File: src/design/cfa_pkg.sv
`timescale 1ns / 1ps
package cfa_pkg;
	localparam int unsigned DataWidth = 64;
	localparam int unsigned FracBits = 52;
	localparam int unsigned ExpBits = 11;
	localparam logic [10:0] ExpMax = 11'h7ff;
	localparam logic [63:0] LossLimitReset = 64'h100000;
	localparam logic [63:0] QnanBits = 64'h7FF8000000000000;

	typedef logic [63:0] word_t;

	// special-case decode carried down the pipeline
	typedef struct packed {
		logic       special;
		logic [63:0] special_val;
		logic       loss;
	} ctl_t;

	// count leading zeros of a 56-bit mantissa (priority search)
	function automatic logic [5:0] clz56(input logic [55:0] v);
		logic [5:0] n;
		logic       found;
		n = 6'd56;
		found = 1'b0;
		for (int i = 55; i >= 0; i--) begin
			if (!found && v[i]) begin
				n = 6'(55 - i);
				found = 1'b1;
			end
		end
		return n;
	endfunction
endpackage

File: src/design/cfa_stream_if.sv
`timescale 1ns / 1ps
interface cfa_stream_if #(parameter int unsigned Width = 64);
	logic             valid;
	logic             ready;
	logic [Width-1:0] data;
	modport source (output valid, output data, input ready);
	modport sink (input valid, input data, output ready);
endinterface

File: src/design/cfa_in_if.sv
`timescale 1ns / 1ps
interface cfa_in_if;
	logic        valid;
	logic        ready;
	logic [63:0] a_bits;
	logic [63:0] b_bits;
	modport source (output valid, output a_bits, output b_bits, input ready);
	modport sink (input valid, input a_bits, input b_bits, output ready);
endinterface

File: src/design/cfa_out_if.sv
`timescale 1ns / 1ps
interface cfa_out_if;
	logic        valid;
	logic        ready;
	logic [63:0] sum_bits;
	logic        loss_flag;
	modport source (output valid, output sum_bits, output loss_flag, input ready);
	modport sink (input valid, input sum_bits, input loss_flag, output ready);
endinterface

File: src/design/checked_fp64_adder.sv
`timescale 1ns / 1ps
// channel | dir | payload             | accepted when
// in      | in  | a_bits, b_bits      | in.valid && in.ready
// out     | out | sum_bits, loss_flag | out.valid && out.ready
// cfg     | in  | data (loss_limit)   | cfg.valid && cfg.ready
// Four register stages: align/check, add, normalize, round. One request enters
// every cycle while the output is not stalled. Reset clears valid bits and sets
// loss_limit to 0x100000. A stall at the output holds the whole pipeline.
module checked_fp64_adder (
	input  logic        clk,
	input  logic        arst_n,
	cfa_in_if.sink      in,
	cfa_out_if.source   out,
	cfa_stream_if.sink  cfg
);
	import cfa_pkg::*;

	logic        adv;
	logic [63:0] loss_limit_q;

	assign adv = !out.valid || out.ready;
	assign in.ready = adv;
	assign cfg.ready = 1'b1;

	// hold the loss limit
	always_ff @(posedge clk or negedge arst_n) begin
		if (!arst_n) loss_limit_q <= LossLimitReset;
		else if (cfg.valid) loss_limit_q <= cfg.data;
	end

	// ---- stage 1: unpack, order, align, loss check
	logic        sa, sb, sl, ss;
	logic [10:0] ea, eb, el, esm, dab, dba;
	logic [51:0] fa, fb;
	logic [55:0] ma, mb, ml, msm, msh;
	logic [63:0] dropped, mk;
	logic [11:0] dd;
	logic        swap, stk;
	ctl_t        ctl_c;
	logic        v_s1, v_s2, v_s3, v_s4;
	ctl_t        ctl_s1, ctl_s2, ctl_s3;
	logic        sgn_s1, eff_sub_s1;
	logic [10:0] e_s1;
	logic [55:0] ml_s1, ms_s1;

	always_comb begin
		sa = in.a_bits[63]; sb = in.b_bits[63];
		ea = in.a_bits[62:52]; eb = in.b_bits[62:52];
		fa = in.a_bits[51:0]; fb = in.b_bits[51:0];
		dab = ea - eb; dba = eb - ea;
		dropped = '0;
		if (ea > eb) begin
			mk = (dab >= 11'd64) ? '1 : ((64'd1 << dab[5:0]) - 64'd1);
			dropped = mk & in.b_bits;
		end else begin
			mk = (dba >= 11'd64) ? '1 : ((64'd1 << dba[5:0]) - 64'd1);
			if (eb > ea) dropped = mk & in.a_bits;
		end
		ctl_c.loss = dropped > loss_limit_q;
		ctl_c.special = 1'b1;
		ctl_c.special_val = '0;
		if ((ea == ExpMax && fa != '0) || (eb == ExpMax && fb != '0))
			ctl_c.special_val = QnanBits;
		else if (ea == ExpMax && eb == ExpMax)
			ctl_c.special_val = (sa == sb) ? in.a_bits : QnanBits;
		else if (ea == ExpMax)
			ctl_c.special_val = in.a_bits;
		else if (eb == ExpMax)
			ctl_c.special_val = in.b_bits;
		else
			ctl_c.special = 1'b0;
		ma = {(ea != '0), fa, 3'b000};
		mb = {(eb != '0), fb, 3'b000};
		if (ea == '0) ea = 11'd1;
		if (eb == '0) eb = 11'd1;
		swap = (eb > ea) || (eb == ea && mb > ma);
		ml = swap ? mb : ma; msm = swap ? ma : mb;
		el = swap ? eb : ea; esm = swap ? ea : eb;
		sl = swap ? sb : sa; ss = swap ? sa : sb;
		dd = {1'b0, el - esm};
		stk = 1'b0;
		if (dd >= 12'd58) msh = {55'd0, (msm != '0)};
		else begin
			stk = |(msm & ((56'd1 << dd[5:0]) - 56'd1));
			msh = (msm >> dd[5:0]) | {55'd0, stk};
		end
	end

	always_ff @(posedge clk or negedge arst_n) begin
		if (!arst_n) begin
			v_s1 <= 1'b0; v_s2 <= 1'b0; v_s3 <= 1'b0; v_s4 <= 1'b0;
		end else if (adv) begin
			v_s1 <= in.valid; v_s2 <= v_s1; v_s3 <= v_s2; v_s4 <= v_s3;
		end
	end

	always_ff @(posedge clk) begin
		if (adv) begin
			ctl_s1 <= ctl_c; sgn_s1 <= sl; eff_sub_s1 <= (sl != ss);
			e_s1 <= el; ml_s1 <= ml; ms_s1 <= msh;
		end
	end

	// ---- stage 2: add or subtract
	logic [56:0] sum_c;
	logic [55:0] m_s2;
	logic [11:0] e_s2;
	logic        sgn_s2, zero_s2, sub_s2;
	always_comb sum_c = eff_sub_s1 ? ({1'b0, ml_s1} - {1'b0, ms_s1})
	                               : ({1'b0, ml_s1} + {1'b0, ms_s1});
	always_ff @(posedge clk) begin
		if (adv) begin
			ctl_s2 <= ctl_s1; sgn_s2 <= sgn_s1; sub_s2 <= eff_sub_s1;
			zero_s2 <= eff_sub_s1 && (sum_c == '0);
			if (sum_c[56]) begin
				m_s2 <= sum_c[56:1] | {55'd0, sum_c[0]};
				e_s2 <= {1'b0, e_s1} + 12'd1;
			end else begin
				m_s2 <= sum_c[55:0];
				e_s2 <= {1'b0, e_s1};
			end
		end
	end

	// ---- stage 3: normalize after cancellation
	logic [5:0]  lz, sh;
	logic [55:0] m_s3;
	logic [11:0] e_s3;
	logic        sgn_s3, zero_s3;
	always_comb begin
		lz = clz56(m_s2) - 6'd0;
		if (lz > 6'd0) lz = lz - 6'd0;
		sh = 6'd0;
		if (sub_s2 && m_s2[55] == 1'b0) begin
			// shift by leading zeros below bit 55, bounded so exponent stays >= 1
			sh = lz;
			if ({6'd0, lz} > e_s2 - 12'd1) sh = 6'(e_s2 - 12'd1);
		end
	end
	always_ff @(posedge clk) begin
		if (adv) begin
			ctl_s3 <= ctl_s2; sgn_s3 <= sgn_s2; zero_s3 <= zero_s2;
			m_s3 <= m_s2 << sh;
			e_s3 <= e_s2 - {6'd0, sh};
		end
	end

	// ---- stage 4: round, pack, select
	logic [53:0] r;
	logic [11:0] er;
	logic [63:0] res;
	logic        rup;
	logic [63:0] sum_s4;
	logic        loss_s4;
	always_comb begin
		rup = (m_s3[2:0] > 3'd4) || (m_s3[2:0] == 3'd4 && m_s3[3]);
		r = {1'b0, m_s3[55:3]} + {53'd0, rup};
		er = e_s3;
		if (r[53]) begin
			r = r >> 1;
			er = er + 12'd1;
		end
		if (er >= {1'b0, ExpMax}) res = {sgn_s3, ExpMax, 52'd0};
		else if (r[52]) res = {sgn_s3, er[10:0], r[51:0]};
		else res = {sgn_s3, 11'd0, r[51:0]};
		if (zero_s3) res = '0;
		if (ctl_s3.special) res = ctl_s3.special_val;
		if (ctl_s3.loss) res = '0;
	end
	always_ff @(posedge clk) begin
		if (adv) begin
			sum_s4 <= res; loss_s4 <= ctl_s3.loss;
		end
	end

	assign out.valid = v_s4;
	assign out.sum_bits = sum_s4;
	assign out.loss_flag = loss_s4;
endmodule

File: src/flat_wrapper.sv
// flat-port wrapper written by rule: the top's interface ports become plain ports
module checked_fp64_adder_flat import cfa_pkg::*;
  (clk, arst_n, in_valid, in_a_bits, in_b_bits, in_ready, out_valid, out_sum_bits, out_loss_flag, out_ready, cfg_valid, cfg_data, cfg_ready);
  cfa_in_if in_i ();
  cfa_out_if out_i ();
  cfa_stream_if #(.Width(64)) cfg_i ();
  input  logic clk;
  input  logic arst_n;
  input wire logic [$bits(in_i.valid)-1:0] in_valid;
  input wire logic [$bits(in_i.a_bits)-1:0] in_a_bits;
  input wire logic [$bits(in_i.b_bits)-1:0] in_b_bits;
  output wire logic [$bits(in_i.ready)-1:0] in_ready;
  output wire logic [$bits(out_i.valid)-1:0] out_valid;
  output wire logic [$bits(out_i.sum_bits)-1:0] out_sum_bits;
  output wire logic [$bits(out_i.loss_flag)-1:0] out_loss_flag;
  input wire logic [$bits(out_i.ready)-1:0] out_ready;
  input wire logic [$bits(cfg_i.valid)-1:0] cfg_valid;
  input wire logic [$bits(cfg_i.data)-1:0] cfg_data;
  output wire logic [$bits(cfg_i.ready)-1:0] cfg_ready;
  assign in_i.valid = in_valid;
  assign in_i.a_bits = in_a_bits;
  assign in_i.b_bits = in_b_bits;
  assign in_ready = in_i.ready;
  assign out_valid = out_i.valid;
  assign out_sum_bits = out_i.sum_bits;
  assign out_loss_flag = out_i.loss_flag;
  assign out_i.ready = out_ready;
  assign cfg_i.valid = cfg_valid;
  assign cfg_i.data = cfg_data;
  assign cfg_ready = cfg_i.ready;
  checked_fp64_adder u_core (.clk(clk), .arst_n(arst_n), .in(in_i), .out(out_i), .cfg(cfg_i));
endmodule
File: config.mk
export PLATFORM = sky130hd
export DESIGN_NAME = checked_fp64_adder_flat
export DESIGN_NICKNAME = d
export VERILOG_FILES = /design/src/design/cfa_pkg.sv /design/src/design/cfa_stream_if.sv /design/src/design/cfa_in_if.sv /design/src/design/cfa_out_if.sv /design/src/design/checked_fp64_adder.sv /design/src/flat_wrapper.sv
export SDC_FILE = /design/constraint.sdc
export NUM_CORES = 2
export LEC_CHECK = 0
export BUFFER_PORTS_ARGS = -buffer_cell sky130_fd_sc_hd__buf_2
export CORE_MARGIN = 5
export CORE_UTILIZATION = 45
export CTS_BUF_LIST = sky130_fd_sc_hd__clkbuf_16
export DETAILED_ROUTE_END_ITERATION = 10
export PLACE_DENSITY = 0.67
export SYNTH_ARGS = -nofsm -noshare
export SYNTH_HDL_FRONTEND = slang
export SYNTH_SLANG_ARGS = --single-unit
File: constraint.sdc
create_clock -name clk -period 25.6 [get_ports clk]
set_input_delay 5.12 -clock clk [delete_from_list [all_inputs] [get_ports clk]]
set_output_delay 5.12 -clock clk [all_outputs]
set_load 0.01 [all_outputs]
; Word level (Yosys, flattened, before mapping)
; Cells that the tools add are included.
[word_totals]
reg_bits = 597
output_inout_bits = 68
elab_cells = 345
[classes]
shift = 5
bitwise_logic = 6
eq_ne = 6
order_cmp = 11
reduce_logical = 132
addsub = 13
n_mux = 140
[op_table]
columns = operator, n
row1 = 64-bit two-way mux, 10
row2 = 6-bit two-way mux, 58
row3 = 56-bit two-way mux, 3
row4 = 64-bit bitwise AND, 2
row5 = "1-bit by 6-bit left shift with 64-bit output, first input constant", 2
row6 = "64-bit by 1-bit subtractor with 64-bit output, second input constant", 2
row7 = 63-bit two-way mux, 2
row8 = 56-bit by 1-bit OR with 56-bit output, 2
row9 = 52-bit nonzero test, 2
row10 = 64-bit greater-than comparator, 1
row11 = 1-bit logical AND, 62
row12 = 1-bit two-way mux, 59
row13 = 56-bit by 56-bit adder with 57-bit output, 1
row14 = 57-bit logical NOT, 1
row15 = 57-bit two-way mux, 1
row16 = 56-bit by 56-bit subtractor with 57-bit output, 1
row17 = 56-bit bitwise AND, 1
row18 = 56-bit greater-than comparator, 1
row19 = 1-bit logical NOT, 56
row20 = 56-bit nonzero test, 1
row21 = 56-bit OR reduction, 1
row22 = "1-bit by 6-bit left shift with 56-bit output, first input constant", 1
row23 = 56-bit by 6-bit left shift with 56-bit output, 1
row24 = 56-bit by 6-bit >> shifter with 56-bit output, 1
row25 = 26 further kinds, 41

; Longest topological paths before layout
[logic_depth]
depth_word = 170
mapped_depth = 38
depth_no_buf = 34

; Worst setup path before layout
; No wires, ideal clock.
[synth_timing]
path_type = input-to-output
from = in out_ready
to = out in_ready
required_ns = 20.480
cell_stages = 1
t_arrival_ns = 17.808
setup_slack_ns = 2.672
path_cell_list = nand2b_1
[synth_via]
elab_chain_cells = 1
[synth_lines]
columns = element, line_no
row1 = start: declaration, flat_wrapper.sv:16  ; input wire logic [$bits(out_i.ready)-1:0] out_ready;
row2 = 1-bit logical OR, checked_fp64_adder.sv:21  ; assign adv = !out.valid || out.ready;
row3 = end: declaration, flat_wrapper.sv:12  ; output wire logic [$bits(in_i.ready)-1:0] in_ready;
; No other way between the ends.

; Worst setup path in the final report
[layout_timing]
from = in in_a_bits[53]
to = reg u_core.ms_s1[0], data pin
[layout_via]
elab_chain_cells = 13
word_cells_on_any_way = 21
classes_between = 2 x add/sub / 3 x order compare / 1 x eq/ne / 2 x shift / 5 x mux / 2 x bitwise / 6 x reduce/logical
[layout_lines]
columns = element, line_no
row1 = start: declaration, flat_wrapper.sv:10  ; input wire logic [$bits(in_i.a_bits)-1:0] in_a_bits;
row2 = branches (longest 12 deep; another with 56-bit greater-than comparator), -
row3 = 1-bit two-way mux (*), checked_fp64_adder.sv:82  ; if (dd >= 12'd58) msh = {55'd0, (msm != '0)};
row4 = via u_core.msh[0], checked_fp64_adder.sv:35  ; logic [55:0] ma, mb, ml, msm, msh;
row5 = end signal: assignment, checked_fp64_adder.sv:100  ; e_s1 <= el; ml_s1 <= ml; ms_s1 <= msh;
row6 = end: declaration, checked_fp64_adder.sv:44  ; logic [55:0] ml_s1, ms_s1;
; Mark *: on every way through the listed nets, which the timed path passes.
; A chain may end at the register's enable or synchronous reset.

==> metrics.txt <==
Post-Route WL 162 mm; Synth Area in Simple Gates 17.7%; GRT overflow 0; Filler cells around 9100; CTS Hold Bufs 0; Yosys top cell area share 35.9%; Layout Skew 0.0239 ns; mux share of post-synthesis cell area 8.52%; Worst Reg2Reg Path Length in Cells 31; Initial Utilization between 40% and 50%; post-DR wirelength/cell around 25 um; Clock power frac between 10% and 20%; final setup fails 0; leading area contributor after synthesis edfxtp_1; largest net degree at the start of global routing 165; Area growth syn-to-layout 11.3%; first-pass iteration count of the detailed router 9; CP max stage delay 0.66 ns; Max Slew Vio Count 0; Max Buffers Root-to-Sink 3; Synth Area in XOR/XNOR approximately 4.7%; status complete, no violations; root buf cell clkbuf_16; hold depth 0; ys flop type edfxtp_1; number of flops mapped to enable cells by yosys 526; CTS tree built; Gate power share 47.8%; TritonCTS buffer count 68; H-tree levels 3; share of layout cells above drive strength 1 between 10 and 15%; CP Data Arrival Time 13.67 ns; Boundary Pins ~270; Antenna Violating Nets Remaining 0; headroom to the max-slew limit 17.4%; Seq cells post-synth 594; slowest CP cell a21bo_4; crit path launch type primary input; largest family of logic cells by synthesized area compound AO/OA/AOI/OAI gates; Psw 2280 uW; Syn Std Cell Area approximately 44000 um2; synth unique cells 97; Placed Area 46700 um2; worst hold path class register to register; post-DP HPWL approximately 130 mm; quantity of I/O buffers inserted on ports approximately 260; switch share 43.6%; GRT Overall Usage between 30% and 40%; Layout Utilization 50.5%; Seq/Total Area, Yosys between 30% and 40%; die area between 100000 and 150000 um2; Chip Height around 320 um; final setup TNS 0 ns; Core Region 96900 um2; first-pass GRT wire length 238 mm; CP Max Fanout 61; Std-Cell Rows 114; Worst-Skew Late Latency around 0.64 ns; Vias/cell 6.15; VDD IR-drop max 0.0000597 V; Final period util roughly 52%; Synth Area in Adders 6.57%; FFs w/ async S/R, synth 11.4%; min cycle time layout 13.29 ns; Routability Congestion 1.06; Worst Path Required ~26 ns; PD cells 107 nW/um2; clock sink count between 500 and 600; sequential cell fraction of total power 33.6%; Die X approximately 320 um; top cells by area, synth edfxtp_1, mux2i_1, ha_1; RSZ-0062 raised after global routing false; Post-CTS Setup Bufs 0; initial antenna violation count 10; nets 5540; number of global-route vias before repair 36400; endpoint class of the critical path register; DRT iter0 DRCs approximately 5400; CTS clk-pin slew, worst paths 0.07 ns; internal power 2960 uW; Synth Area in Compound Gates 18.4%; # DRC 0; worst-margin pin slew 1.23 ns; syn avg cell area 8.88 um2; Setup CP Type primary input to register; Mapped Cells a little under 5000; total number of vias 39700; LEAKAGE 0.0207 uW; post-CTS sizing 0; maxcap violations 0; Hold Fails Final Rpt 0; design area between 40000 and 50000 um2; yosys warns 0; Fmax achieved around 75 MHz
[cells in the final DEF, fill, tap and decap left out, drive strengths merged, types with 24 or more instances in the layout]
master	Yosys	routed
a211oi	64	64
a21o	74	74
a21oi	346	346
a22oi	60	60
a31oi	46	46
and2	25	25
and3	35	35
buf	60	334
clkbuf	227	70
clkinv	1	24
conb	2	52
dfrtp	67	67
edfxtp	526	526
ha	225	225
inv	216	236
mux2	42	42
mux2i	309	309
nand2	642	642
nand2b	48	48
nand3	132	132
nand4	81	81
nor2	461	461
nor2b	45	45
nor3	85	85
nor4	63	63
o211ai	32	32
o21a	27	27
o21ai	456	456
o221ai	26	26
o22ai	50	50
xnor2	169	169
xor2	62	62
[sequential cells by signal (all words and copies together) (netlist names), 53 cells and up]
name / cells
u_core.ctl_s1: 66
u_core.ctl_s2: 66
u_core.ctl_s3: 66
u_core.loss_limit_q: 64
u_core.out.sum_bits: 64
u_core.m_s2: 56
u_core.m_s3: 56
u_core.ms_s1: 56
u_core.ml_s1: 53
[final timing paths]
check | startpoint | to | slack, ns
worst max-delay path | in_a_bits[53] | u_core.ms_s1[0]$_DFFE_PP_ | 12.31
worst min-delay path | u_core.ctl_s1[47]$_SDFFCE_PP0P_ | u_core.ctl_s2[47]$_DFFE_PP_ | 0.41
worst max register to register | u_core.m_s2[55]$_SDFFCE_PN1P_ | u_core.e_s3[10]$_DFFE_PP_ | 16.70
worst min register to register | u_core.ctl_s1[47]$_SDFFCE_PP0P_ | u_core.ctl_s2[47]$_DFFE_PP_ | 0.41
max in group asynchronous | arst_n | u_core.loss_limit_q[23]$_DFFE_PN0P_ | 20.35
min in group asynchronous | arst_n | u_core.loss_limit_q[55]$_DFFE_PN0P_ | 4.66
[worst max-delay path, delay by kind of cell]
family	cells	cell delay [ns]
adder cells (fa/ha/maj)	2	0.92
multiplexers	1	0.64
buffers and inverters	7	1.52
AND/OR/NAND/NOR	12	3.35
AO/OA/AOI/OAI	7	2.00
[metrics by stage]
step | instances | total power [uW] | hold slack (ns) | worst slack (ns)
after floorplan | 4998 | 3510 | 0.400 | 2.67
after global placement | 6321 | 4190 | 0.400 | 11.87
after detailed placement | 6321 | 4210 | 0.405 | 11.86
after CTS | 6445 | 5210 | 0.415 | 12.52
after global routing | 6449 | 5550 | 0.418 | 11.98
final | 6450 | 5240 | 0.412 | 12.31
[synthesized netlist by cell type, types with 85 or more instances]
cell type / count
a21oi_1: 345
clkbuf_1: 227
edfxtp_1: 526
ha_1: 225
inv_1: 215
mux2i_1: 309
nand2_1: 640
nand3_1: 132
nor2_1: 461
nor3_1: 85
o21ai_0: 450
xnor2_1: 168
[power by group through the flow]
stage,registers [uW],clock network [uW],logic (uW)
after floorplan,1840,0,1670
after global placement,1760,0,2430
after detailed placement,1770,0,2440
after CTS,1760,991,2460
after global routing,1790,1030,2720
final,1760,976,2500
[per-layer routing]
layer  global-route usage, %  part of all wire [%]  vias up  wire (um)
li1                        -                     -    18400          -
met1                    43.7                    44    19000      71100
met2                    45.0                    43     1947      69500
met3                    5.90                   9.0      338      14700
met4                    11.0                   4.3        8       6940
met5                       0                 0.035        -         57
[final cells by class]
cell class / count / area [um2] / area share (%)
Antenna cell: 5 / 12.5 / 0.0256
Multi-Input combinational cell: 3900 / 24900 / 50.9
Clock buffer: 70 / 1750 / 3.58
Inverter: 217 / 815 / 1.66
Timing Repair Buffer: 334 / 1880 / 3.84
Sequential cell: 594 / 17500 / 35.8
Tap cell: 1276 / 1600 / 3.26
Clock inverter: 54 / 468 / 0.956
[logic make-up (layout without fill, tap and decap cells)]
logic type,Yosys count,count (layout)
and+or+nand+nor,1706,1706
DFF,594,594
buffers and inverters,504,675
muxes,359,359
adders and majority gates,229,229
other,2,57
xor gates and xnor gates,231,231
AOI/OAI and AO/OA,1323,1323
Power figures use the tool's default switching activity.
